<file path="config.mk">
export PLATFORM = sky130hd
export DESIGN_NAME = integrate_fire_burst_neuron_core_flat
export DESIGN_NICKNAME = d
export VERILOG_FILES = /design/src/rtl/ifb_pkg.sv /design/src/rtl/ifb_channels.sv /design/src/rtl/integrate_fire_burst_neuron_core.sv /design/src/flat_wrapper.sv
export VERILOG_INCLUDE_DIRS = /design/src /design/src/rtl
export SDC_FILE = /design/constraint.sdc
export NUM_CORES = 2
export LEC_CHECK = 0
export BUFFER_PORTS_ARGS = -buffer_cell sky130_fd_sc_hd__buf_2
export CORE_MARGIN = 3
export CORE_UTILIZATION = 25
export CTS_CLUSTER_SIZE = 16
export DETAILED_ROUTE_END_ITERATION = 8
export PLACE_DENSITY = 0.51
export SLEW_MARGIN = 0
export SYNTH_ARGS = -nofsm -noshare
export SYNTH_HDL_FRONTEND = slang
export SYNTH_SLANG_ARGS = --single-unit
</file>
<file path="constraint.sdc">
create_clock -name clk -period 15.65 [get_ports clk]
set_clock_uncertainty 0.05 [all_clocks]
set_input_delay 1.565 -clock clk [delete_from_list [all_inputs] [get_ports clk]]
set_output_delay 1.565 -clock clk [all_outputs]
set_load 0.05 [all_outputs]
</file>
<file path="src/rtl/integrate_fire_burst_neuron_core_defines.svh">
// assertion macros shared by the rtl of the integrate-and-fire-or-burst neuron core
// no dependencies; included by files that carry concurrent checks
`ifndef INTEGRATE_FIRE_BURST_NEURON_CORE_DEFINES_SVH
`define INTEGRATE_FIRE_BURST_NEURON_CORE_DEFINES_SVH

// same-cycle implication, checked outside reset
`define IFB_ASSERT_NOW(label, clk, rst, ante, cons, msg) \
  label: assert property (@(posedge clk) disable iff (rst) (ante) |-> (cons)) else $error(msg);

// next-cycle implication, checked outside reset
`define IFB_ASSERT_NEXT(label, clk, rst, ante, cons, msg) \
  label: assert property (@(posedge clk) disable iff (rst) (ante) |=> (cons)) else $error(msg);

`endif

</file>
<file path="src/rtl/ifb_pkg.sv">
// constants and types of the integrate-and-fire-or-burst neuron core
// no dependencies; used by the core and the testbench
`default_nettype none

package ifb_pkg;

  // gate time constants, Q1.15 per step
  localparam logic [32:0] H_DECAY = 33'd164;
  localparam logic [32:0] H_RISE  = 33'd33;
  localparam logic [15:0] H_ONE   = 16'h8000;

  localparam int CFG_INDEX_W = 4;
  localparam int ACC_W       = 52;

  typedef enum logic [CFG_INDEX_W-1:0] {
    REG_LEAK_FACTOR       = 4'd0,
    REG_CURRENT_GAIN      = 4'd1,
    REG_BIAS_DRIVE        = 4'd2,
    REG_BURST_GAIN        = 4'd3,
    REG_THRESHOLD_VOLTAGE = 4'd4,
    REG_RESET_VOLTAGE     = 4'd5,
    REG_BURST_VOLTAGE     = 4'd6,
    REG_REFRACTORY_STEPS  = 4'd7
  } cfg_reg_t;

  localparam logic        [15:0] LEAK_FACTOR_RST       = 16'd32603;
  localparam logic signed [31:0] CURRENT_GAIN_RST      = 32'sd65536;
  localparam logic signed [31:0] THRESHOLD_VOLTAGE_RST = -32'sd587203;
  localparam logic signed [31:0] RESET_VOLTAGE_RST     = -32'sd838861;
  localparam logic signed [31:0] BURST_VOLTAGE_RST     = -32'sd1006633;
  localparam logic        [15:0] REFRACTORY_STEPS_RST  = 16'd30;
  localparam logic signed [31:0] V_INIT                = -32'sd1090519;

  localparam logic signed [63:0] ROUND_HALF = 64'sd16384;
  localparam logic signed [63:0] TERM_LIMIT = 64'sh0000_0100_0000_0000;
  localparam logic signed [ACC_W-1:0] SAT_MAX = 52'sd2147483647;
  localparam logic signed [ACC_W-1:0] SAT_MIN = -52'sd2147483648;

endpackage

`default_nettype wire

</file>
<file path="src/rtl/ifb_channels.sv">
// valid/ready channel interfaces of the integrate-and-fire-or-burst neuron core
// no dependencies
`default_nettype none

interface ifb_in_if;
  logic               valid;
  logic               ready;
  logic signed [31:0] synaptic_current;
  modport source (output valid, output synaptic_current, input ready);
  modport sink   (input valid, input synaptic_current, output ready);
endinterface

interface ifb_out_if;
  logic               valid;
  logic               ready;
  logic               fired;
  logic signed [31:0] membrane_voltage;
  modport source (output valid, output fired, output membrane_voltage, input ready);
  modport sink   (input valid, input fired, input membrane_voltage, output ready);
endinterface

interface ifb_cfg_if;
  logic        valid;
  logic        ready;
  logic [3:0]  index;
  logic [31:0] data;
  modport source (output valid, output index, output data, input ready);
  modport sink   (input valid, input index, input data, output ready);
endinterface

`default_nettype wire

</file>
<file path="src/rtl/integrate_fire_burst_neuron_core.sv">
// integrate-and-fire-or-burst neuron: one time step per input beat
// depends on ifb_pkg, the channel interfaces in ifb_channels.sv and the macro header
//
// usage:
//   in_ch  : one beat per time step, the summed synaptic current
//   out_ch : one beat per time step, fired flag and membrane voltage after the step
//   cfg_ch : register writes (index 0..7), always ready; write only while idle,
//            unknown indexes are dropped
// one 33x33 signed multiplier with a registered product is shared by the gate
// update, the leak, the current term and the burst term under a small sequencer.
// a refractory or firing step runs S_GATE, S_HUPD and S_DONE; an integrating
// step runs S_LEAK, S_CUR and S_BURST between S_HUPD and S_DONE; the input is
// not ready meanwhile, so a new step is taken only after the last one is done.
// results sit in an output register: a new step is accepted while the last
// result waits; a stalled receiver holds the next result in the final state
// and the core takes no further step until it drains.
// reset (rst, synchronous) loads register defaults, voltage -0.065 V, gate 0,
// not refractory, and empties the output register.
`default_nettype none

module integrate_fire_burst_neuron_core (
  input  wire logic clk,
  input  wire logic rst,
  ifb_in_if.sink    in_ch,
  ifb_out_if.source out_ch,
  ifb_cfg_if.sink   cfg_ch
);
  import ifb_pkg::*;

`include "integrate_fire_burst_neuron_core_defines.svh"

  typedef enum logic [6:0] {
    S_IDLE  = 7'b0000001,
    S_GATE  = 7'b0000010,
    S_HUPD  = 7'b0000100,
    S_LEAK  = 7'b0001000,
    S_CUR   = 7'b0010000,
    S_BURST = 7'b0100000,
    S_DONE  = 7'b1000000
  } state_t;

  state_t state;

  // configuration
  logic        [15:0] leak_factor;
  logic signed [31:0] current_gain;
  logic signed [31:0] bias_drive;
  logic signed [31:0] burst_gain;
  logic signed [31:0] threshold_voltage;
  logic signed [31:0] reset_voltage;
  logic signed [31:0] burst_voltage;
  logic        [15:0] refractory_steps;

  // neuron state
  logic signed [31:0] voltage;
  logic        [15:0] burst_gate;
  logic        [15:0] refractory_count;

  // step working registers
  logic signed [31:0]      cur;
  logic                    above;
  logic                    fired_q;
  logic signed [63:0]      prod;
  logic signed [ACC_W-1:0] acc;

  // output register
  logic               out_valid;
  logic               out_fired;
  logic signed [31:0] out_voltage;

  logic signed [32:0] op_a;
  logic signed [32:0] op_b;
  logic signed [65:0] mul_full;

  logic signed [63:0]      prod_rnd;
  logic        [17:0]      gate_step;
  logic signed [18:0]      h_calc;
  logic        [15:0]      h_next;
  logic signed [63:0]      cur_term;
  logic signed [ACC_W-1:0] sum_next;
  logic signed [31:0]      sat_next;
  logic                    in_beat;

  assign in_ch.ready  = (state == S_IDLE);
  assign cfg_ch.ready = 1'b1;
  assign in_beat      = in_ch.valid && in_ch.ready;

  assign out_ch.valid            = out_valid;
  assign out_ch.fired            = out_fired;
  assign out_ch.membrane_voltage = out_voltage;

  // shared multiplier operand select
  always_comb begin
    op_a = '0;
    op_b = '0;
    case (state)
      S_GATE: begin
        op_a = above ? H_DECAY : H_RISE;
        op_b = above ? {17'b0, burst_gate} : {17'b0, H_ONE - burst_gate};
      end
      S_HUPD: begin
        op_a = {17'b0, leak_factor};
        op_b = {voltage[31], voltage};
      end
      S_LEAK: begin
        op_a = {current_gain[31], current_gain};
        op_b = {cur[31], cur};
      end
      S_CUR: begin
        op_a = {burst_gain[31], burst_gain};
        op_b = {17'b0, burst_gate};
      end
      default: begin
        op_a = '0;
        op_b = '0;
      end
    endcase
  end

  assign mul_full = op_a * op_b;

  // round half up by 15 bits; arithmetic shift floors negative values
  assign prod_rnd = (prod + ROUND_HALF) >>> 15;

  // gate product is never negative
  assign gate_step = prod_rnd[17:0];

  always_comb begin
    if (above) begin
      h_calc = $signed({3'b0, burst_gate}) - $signed({1'b0, gate_step});
    end else begin
      h_calc = $signed({3'b0, burst_gate}) + $signed({1'b0, gate_step});
    end
    if (h_calc < 19'sd0) begin
      h_next = '0;
    end else if (h_calc > $signed({3'b0, H_ONE})) begin
      h_next = H_ONE;
    end else begin
      h_next = h_calc[15:0];
    end
  end

  // current term clamped to +-2^40 before the Q16.16 to Q8.24 scale
  always_comb begin
    if (prod > TERM_LIMIT) begin
      cur_term = TERM_LIMIT;
    end else if (prod < -TERM_LIMIT) begin
      cur_term = -TERM_LIMIT;
    end else begin
      cur_term = prod;
    end
  end

  always_comb begin
    sum_next = acc + (above ? prod_rnd[ACC_W-1:0] : '0);
    if (sum_next > SAT_MAX) begin
      sat_next = SAT_MAX[31:0];
    end else if (sum_next < SAT_MIN) begin
      sat_next = SAT_MIN[31:0];
    end else begin
      sat_next = sum_next[31:0];
    end
  end

  always_ff @(posedge clk) begin
    prod <= mul_full[63:0];
  end

  always_ff @(posedge clk) begin
    if (rst) begin
      leak_factor       <= LEAK_FACTOR_RST;
      current_gain      <= CURRENT_GAIN_RST;
      bias_drive        <= '0;
      burst_gain        <= '0;
      threshold_voltage <= THRESHOLD_VOLTAGE_RST;
      reset_voltage     <= RESET_VOLTAGE_RST;
      burst_voltage     <= BURST_VOLTAGE_RST;
      refractory_steps  <= REFRACTORY_STEPS_RST;
    end else if (cfg_ch.valid && cfg_ch.ready) begin
      case (cfg_ch.index)
        REG_LEAK_FACTOR:       leak_factor       <= cfg_ch.data[15:0];
        REG_CURRENT_GAIN:      current_gain      <= cfg_ch.data;
        REG_BIAS_DRIVE:        bias_drive        <= cfg_ch.data;
        REG_BURST_GAIN:        burst_gain        <= cfg_ch.data;
        REG_THRESHOLD_VOLTAGE: threshold_voltage <= cfg_ch.data;
        REG_RESET_VOLTAGE:     reset_voltage     <= cfg_ch.data;
        REG_BURST_VOLTAGE:     burst_voltage     <= cfg_ch.data;
        REG_REFRACTORY_STEPS:  refractory_steps  <= cfg_ch.data[15:0];
        default: ;
      endcase
    end
  end

  always_ff @(posedge clk) begin
    if (rst) begin
      state            <= S_IDLE;
      voltage          <= V_INIT;
      burst_gate       <= '0;
      refractory_count <= '0;
      out_valid        <= 1'b0;
    end else begin
      // the final state reloads the output register itself
      if (out_valid && out_ch.ready && (state != S_DONE)) begin
        out_valid <= 1'b0;
      end
      case (state)
        S_IDLE: begin
          if (in_beat) begin
            cur   <= in_ch.synaptic_current;
            above <= voltage > burst_voltage;
            state <= S_GATE;
          end
        end
        S_GATE: begin
          state <= S_HUPD;
        end
        S_HUPD: begin
          burst_gate <= h_next;
          if (refractory_count != 16'd0) begin
            refractory_count <= refractory_count - 16'd1;
            fired_q          <= 1'b0;
            state            <= S_DONE;
          end else if (voltage >= threshold_voltage) begin
            refractory_count <= refractory_steps;
            voltage          <= reset_voltage;
            fired_q          <= 1'b1;
            state            <= S_DONE;
          end else begin
            fired_q <= 1'b0;
            state   <= S_LEAK;
          end
        end
        S_LEAK: begin
          acc   <= prod_rnd[ACC_W-1:0] + {{(ACC_W-32){bias_drive[31]}}, bias_drive};
          state <= S_CUR;
        end
        S_CUR: begin
          acc   <= acc + {cur_term[ACC_W-9:0], 8'b0};
          state <= S_BURST;
        end
        S_BURST: begin
          voltage <= sat_next;
          state   <= S_DONE;
        end
        S_DONE: begin
          // wait for the output register to free up
          if (!out_valid || out_ch.ready) begin
            out_valid   <= 1'b1;
            out_fired   <= fired_q;
            out_voltage <= voltage;
            state       <= S_IDLE;
          end
        end
        default: begin
          state <= S_IDLE;
        end
      endcase
    end
  end

  `IFB_ASSERT_NEXT(a_accept_starts_step, clk, rst, in_beat, state == S_GATE,
    "accepted beat did not start a step")
  `IFB_ASSERT_NOW(a_gate_in_range, clk, rst, 1'b1, burst_gate <= H_ONE,
    "burst gate above one")
  `IFB_ASSERT_NEXT(a_refractory_skips_integrate, clk, rst,
    (state == S_HUPD) && (refractory_count != 16'd0),
    (state == S_DONE) && (voltage == $past(voltage)),
    "refractory step changed the voltage")
  `IFB_ASSERT_NOW(a_fire_loads_counter, clk, rst,
    (state == S_IDLE) && out_valid && out_fired,
    (refractory_count == refractory_steps) && (out_voltage == voltage),
    "spike result disagrees with neuron state")

endmodule

`default_nettype wire

</file>
<file path="src/flat_wrapper.sv">
// flat-port wrapper written by rule: the top's interface ports become plain ports
module integrate_fire_burst_neuron_core_flat import ifb_pkg::*;
  (clk, rst, in_ch_valid, in_ch_synaptic_current, in_ch_ready, out_ch_valid, out_ch_fired, out_ch_membrane_voltage, out_ch_ready, cfg_ch_valid, cfg_ch_index, cfg_ch_data, cfg_ch_ready);
  ifb_in_if in_ch_i ();
  ifb_out_if out_ch_i ();
  ifb_cfg_if cfg_ch_i ();
  input  wire logic clk;
  input  wire logic rst;
  input wire logic [$bits(in_ch_i.valid)-1:0] in_ch_valid;
  input wire logic [$bits(in_ch_i.synaptic_current)-1:0] in_ch_synaptic_current;
  output wire logic [$bits(in_ch_i.ready)-1:0] in_ch_ready;
  output wire logic [$bits(out_ch_i.valid)-1:0] out_ch_valid;
  output wire logic [$bits(out_ch_i.fired)-1:0] out_ch_fired;
  output wire logic [$bits(out_ch_i.membrane_voltage)-1:0] out_ch_membrane_voltage;
  input wire logic [$bits(out_ch_i.ready)-1:0] out_ch_ready;
  input wire logic [$bits(cfg_ch_i.valid)-1:0] cfg_ch_valid;
  input wire logic [$bits(cfg_ch_i.index)-1:0] cfg_ch_index;
  input wire logic [$bits(cfg_ch_i.data)-1:0] cfg_ch_data;
  output wire logic [$bits(cfg_ch_i.ready)-1:0] cfg_ch_ready;
  assign in_ch_i.valid = in_ch_valid;
  assign in_ch_i.synaptic_current = in_ch_synaptic_current;
  assign in_ch_ready = in_ch_i.ready;
  assign out_ch_valid = out_ch_i.valid;
  assign out_ch_fired = out_ch_i.fired;
  assign out_ch_membrane_voltage = out_ch_i.membrane_voltage;
  assign out_ch_i.ready = out_ch_ready;
  assign cfg_ch_i.valid = cfg_ch_valid;
  assign cfg_ch_i.index = cfg_ch_index;
  assign cfg_ch_i.data = cfg_ch_data;
  assign cfg_ch_ready = cfg_ch_i.ready;
  integrate_fire_burst_neuron_core u_core (.clk(clk), .rst(rst), .in_ch(in_ch_i), .out_ch(out_ch_i), .cfg_ch(cfg_ch_i));
endmodule
</file>
* After elaboration in Yosys (flattened, before gate mapping) *
Cells that the tools add are included.

storage, ports and cells
  register bits = 479
  input port bits = 73
  output and inout port bits = 36
  logic and storage cells = 109

cells by class
  add/sub/neg operators = 8
  multiply operators = 1
  magnitude comparators = 8
  eq/ne operators = 19
  muxes and demuxes = 27
  bitwise gates (word level) = 1
  reductions and logical operators = 25

operator list
  cell                                                                               number
  33-bit one-hot mux with 4 select lines                                             2
  32-bit 2-to-1 mux                                                                  4
  52-bit adder                                                                       2
  52-bit one-hot mux with 2 select lines                                             1
  44-bit 2-to-1 mux                                                                  2
  16-bit 2-to-1 mux                                                                  5
  64-bit by 16-bit adder with 64-bit output, second input constant                   1
  64-bit by 42-bit greater-than comparator with 1-bit output, second input constant  1
  64-bit by 41-bit < comparator with 1-bit output, second input constant             1
  33-bit by 33-bit multiplier with 64-bit output                                     1
  32-bit one-hot mux with 2 select lines                                             1
  52-bit by 32-bit greater-than comparator with 1-bit output, second input constant  1
  52-bit by 32-bit < comparator with 1-bit output, second input constant             1
  52-bit 2-to-1 mux                                                                  1
  49-bit by 32-bit adder with 50-bit output                                          1
  7-bit one-hot mux with 7 select lines                                              1
  32-bit greater-or-equal comparator                                                 1
  32-bit greater-than comparator                                                     1
  7-bit 2-to-1 mux                                                                   4
  2-bit AND reduction                                                                12
  16-bit by 18-bit adder with 19-bit output                                          1
  19-bit by 17-bit greater-than comparator with 1-bit output, second input constant  1
  19-bit by 1-bit < comparator with 1-bit output, second input constant              1
  19-bit 2-to-1 mux                                                                  1
  26 further kinds                                                                   41

* Longest topological paths before layout *
  word-level depth = 7
  gate-level depth with buffers = 40
  gate-level depth less buffers = 39

* Worst setup path after synthesis *
No wires, ideal clock.

  kind = reg-to-reg
  from = register u_core.state[1]
  to = register u_core.prod[61]
  data arrival time = 9,555 ps
  path slack = 5,972 ps
  stages on the path, launching flop included = 37
  buffers on the path = 5
  period minus slack after synthesis = 9,678 ps
  cell sequence = dfxtp_1 or3_1 nor3_1 and3b_1 clkbuf_1 clkbuf_1 buf_1 a22o_1 clkbuf_1 clkbuf_1 nand2_1 fa_1 inv_1 fa_1 inv_1 fa_1 fa_1 fa_1 inv_1 fa_1 fa_1 inv_1 fa_1 inv_1 ha_1 a21oi_1 a21oi_1 or4_1 and3b_1 a2111oi_0 o21ai_0 a21oi_1 o31ai_1 o21ai_1 a21o_1 a21oi_1 xnor2_1

on the way
  cells in the longest elaborated chain, start to end = 3
  elaborated cells between the ends (all ways) = 7
  those cells by class = 1 x mul; 4 x eq/ne; 2 x mux

RTL lines
  element                                                           RTL line                                 RTL
  start: declaration                                                integrate_fire_burst_neuron_core.sv:42   state_t state;
  start signal: assignment                                          integrate_fire_burst_neuron_core.sv:196  state <= S_IDLE;
  start signal: assignment                                          integrate_fire_burst_neuron_core.sv:211  state <= S_GATE;
  start signal: assignment                                          integrate_fire_burst_neuron_core.sv:215  state <= S_HUPD;
  7-bit by 5-bit == test with 1-bit output (tied with other cells)  integrate_fire_burst_neuron_core.sv:96   case (state)
  33-bit one-hot mux with 4 select lines                            integrate_fire_burst_neuron_core.sv:96
  33-bit by 33-bit multiplier with 64-bit output *                  integrate_fire_burst_neuron_core.sv:120  assign mul_full = op_a * op_b;
  net u_core.mul_full[61]                                           integrate_fire_burst_neuron_core.sv:73   logic signed [65:0] mul_full;
  end signal: assignment                                            integrate_fire_burst_neuron_core.sv:166  prod <= mul_full[63:0];
  end: declaration                                                  integrate_fire_burst_neuron_core.sv:63   logic signed [63:0] prod;

The timed path passes the listed nets; every way through them passes the cells marked *.
A chain may end at the register's enable or synchronous reset.

* Worst setup path after layout *
  from = register u_core.state[6]
  to = register u_core.prod[61]

The elaborated chain is that of the path after synthesis.

==> metrics.md <==
| Metric | Value |
|---|---|
| I/O pin count | `109` |
| CTS tree | `yes` |
| Worst-Skew Late Latency | `0.74 ns` |
| Num CTS Buffers | `58` |
| Reg2Reg Setup Slack | `3.55 ns` |
| Yosys reg bits | `479` |
| Vias after detailed routing | `55.8k` |
| R2r worst-path depth | `33` |
| Setup Fix Bufs, Post-CTS | `0` |
| Crit Path Max Fanout | `62` |
| Post-DP HPWL | `201000 um` |
| Critical path type | `reg2reg` |
| Final setup fails | `0` |
| Post-CTS sizing | `0` |
| Worst setup SP type | `flip-flop` |
| DR iter-0 viols | `4847` |
| Worst Min Path Start | `u_core.burst_gain[10]$_SDFFE_PP0P_` |
| Most frequent cell after synthesis | `inv_1` |
| CTS H-tree depth | `2` |
| Port Buffers | `107` |
| Clk pin slew, worst setup/hold paths | `0.06 ns` |
| Synth Flop Type | `dfxtp_1` |
| Largest net degree at the start of global routing | `86` |
| Via-per-instance ratio | `4.95` |
| Die Width | `522 um` |
| Final instance area | `73500 um2` |
| Area grow syn2layout | `10.2%` |
| Synth area leader | `fa_1` |
| Clock tree buffer depth | `3` |
| Fin crit share | `77.3%` |
| WP data required | `16.17 ns` |
| Die Ht | `522 um` |
| Worst-Margin Slew | `1.40 ns` |
| Largest family of logic cells by synthesized area | `adder cells` |
| Synth top cells by count | `inv_1, nand2_1, fa_1` |
| CP Capture Type | `flip-flop` |
| Unrepaired setup endpoints after global routing | `false` |
| Leakage dissipation | `32.7 nW` |
| Synth top area share | `33.3%` |
| Register area share after synthesis | `16.2%` |
| Number of flops mapped to enable cells by yosys | `119` |
| Library cells used by synthesis | `97` |
| Hold-fix buffers, CTS | `0` |
| Tightest Hold Check Type | `reg2reg` |
| Core area | `264000 um2` |
| Slowest CP cell | `a211oi_1` |
| Global route total overflow | `0` |
| Post-synthesis compound-gate area fraction | `11.8%` |
| Final design utilization | `27.9%` |
| Syn Nets | `9403` |
| Mux cell area share after synthesis | `0.240%` |
| DRT Pass-1 Iters | `6` |
| ANT nets after route | `0` |
| Critical Path End | `u_core.prod[61]$_DFF_P_` |
| Placed inst area | `71300 um2` |
| FILL cells | `28.1k` |
| Placer Congestion | `0.934` |
| Adder-Cell Fraction of Synth Area | `41.6%` |
| Yosys warning count | `0` |
| Wirelength, routed | `260000 um` |
| Gr usage total | `18.8%` |
| Asr flop ratio synth | `0%` |
| Critical Path Max Stage Delay | `0.84 ns` |
| Cells after Synth | `7781` |
| Max_cap viols | `0` |
| Relative slew margins | `6.88%` |
| Most frequent CP cell | `fa_1` |
| Post-route DRC | `0` |
| Max Fclk | `0.0826 GHz` |
| Outcome | `completed` |
| Mean Syn Cell Area | `8.56 um2` |
| Initial Utilization | `25.3%` |
| Largest cells by area after synthesis | `fa_1, dfxtp_1, ha_1, inv_1, nand2_1` |
| Worst ir drop on vdd | `0.0997 mV` |
| Wire length of the first global-routing pass | `383000 um` |
| Crit path from | `u_core.state[6]$_SDFFE_PP0P_` |
| CTS sink cnt | `479` |
| RR Endpoint | `u_core.prod[61]$_DFF_P_` |
| Std cell rows | `188` |
| Netlist Area Pre-Place | `66600 um2` |
| Fin Setup TNS | `0 ns` |
| Vias in the first global route | `56.6k` |
| Share of layout cells above drive strength 1 | `5.68%` |
| WL per Instance | `23.0 um` |
| Post-synthesis simple-gate area fraction | `17.1%` |
| Fin nets | `9330` |
| Post-Synth XOR/XNOR Area | `3.72%` |
| Final hold violation count | `0` |
| Final Max Tran Viols | `0` |
| Root Buffer Master | `clkbuf_16` |
| Die area | `273000 um2` |
| Initial antenna violation count | `9` |
| Post-route minimum period | `12.10 ns` |
| Critical R2R Launch | `u_core.state[6]$_SDFFE_PP0P_` |
| Pwr dens | `40.8 nW/um2` |
| Critical path arrival | `12.62 ns` |
-- power by group --
group          leakage (nW)  internal [mW]  switching, mW
logic                  27.6         0.0478          0.130
registers              4.00           1.28         0.0180
clock network          1.04          0.886          0.638
total                  32.7           2.21          0.786
-- stage by stage --
step / total power, mW / cells / hold WS, ns / setup WS, ns
after floorplan: 1.41 / 7781 / 0.350 / 5.97
after global placement: 1.50 / 11200 / 0.391 / 3.91
after detailed placement: 1.50 / 11200 / 0.397 / 3.90
after CTS: 3.03 / 11300 / 0.405 / 3.77
after global routing: 3.09 / 11300 / 0.421 / 3.03
final: 3.00 / 11300 / 0.404 / 3.55
-- metal layers --
metal	up-vias	routed length, um	part of all wire [%]	GRT usage, %
li1	24600	-	-	-
met5	-	26	0.010	0
met1	28300	103000	40	23.8
met2	2305	118000	45	30.1
met4	4	17300	6.7	10.2
met3	557	21100	8.1	3.81
-- cell usage in the layout (no fill, tap or decap), types with 35 or more instances in the layout --
| cell type | instances |
|---|---|
| a21o_1 | 136 |
| a21oi_1 | 399 |
| a22o_1 | 35 |
| a22oi_1 | 50 |
| and2_1 | 80 |
| buf_2 | 106 |
| buf_4 | 141 |
| clkbuf_16 | 62 |
| dfxtp_1 | 360 |
| edfxtp_1 | 119 |
| fa_1 | 1109 |
| ha_1 | 440 |
| inv_1 | 1263 |
| nand2_1 | 1254 |
| nand2b_1 | 41 |
| nand3_1 | 121 |
| nand4_1 | 56 |
| nor2_1 | 698 |
| nor2b_1 | 73 |
| nor3_1 | 77 |
| nor4_1 | 37 |
| o211ai_1 | 70 |
| o21a_1 | 50 |
| o21ai_0 | 172 |
| xnor2_1 | 181 |
| xor2_1 | 101 |
-- cells by family (layout without fill, tap and decap cells) --
group,count (synthesis),in the layout
AND/OR/NAND/NOR,2611,2611
buffers and inverters,1646,1623
adder cells (fa/ha/maj),1549,1549
AO/OA/AOI/OAI,1196,1196
flip-flops,479,479
XOR/XNOR,283,283
multiplexers,16,16
other,1,2
-- worst max-delay path, delay by kind of cell, from the launching register on --
kind	cells	cell delay [ns]
compound gates	9	3.66
xor+xnor	1	0.13
fa+ha+maj	9	4.40
buf+inv	8	1.80
flops	1	0.35
simple gates	6	1.44
-- layout make-up --
| cell class | count | area [um2] | share of cell area [%] |
|---|---|---|---|
| antenna | 1 | 2.50 | 0.00341 |
| clock buffer | 77 | 1700 | 2.31 |
| clock inverter | 33 | 442 | 0.601 |
| inverter | 1265 | 4750 | 6.46 |
| multi-input combinational | 5656 | 49800 | 67.8 |
| sequential | 479 | 10800 | 14.7 |
| tap | 3515 | 4400 | 5.99 |
| timing repair buffer | 248 | 1600 | 2.18 |
-- worst min path at each step --
stage / slack (ns) / end / cells after the start
2_1_floorplan: 0.35 / u_core.out_ch.fired$_DFFE_PP_ / 0
5_1_grt: 0.42 / u_core.current_gain[6]$_SDFFE_PP0P_ / 2
6_report: 0.40 / u_core.burst_gain[10]$_SDFFE_PP0P_ / 2
3_3_place_gp: 0.39 / u_core.burst_gain[6]$_SDFFE_PP0P_ / 2
3_5_place_dp: 0.40 / u_core.burst_gain[1]$_SDFFE_PP0P_ / 2
4_1_cts: 0.41 / u_core.burst_gain[1]$_SDFFE_PP0P_ / 2
-- state kept, by name, summed over array words and instances, names as in the netlist --
name                            flops
u_core.above                        1
u_core.acc                         52
u_core.bias_drive                  32
u_core.burst_gain                  32
u_core.burst_gate                  16
u_core.burst_voltage               32
u_core.cur                         32
u_core.current_gain                32
u_core.fired_q                      1
u_core.leak_factor                 16
u_core.out_ch.fired                 1
u_core.out_ch.membrane_voltage     32
u_core.out_ch.valid                 1
u_core.prod                        64
u_core.refractory_count            16
u_core.refractory_steps            16
u_core.reset_voltage               32
u_core.state                        7
u_core.threshold_voltage           32
u_core.voltage                     32
Power figures use the tool's default switching activity.
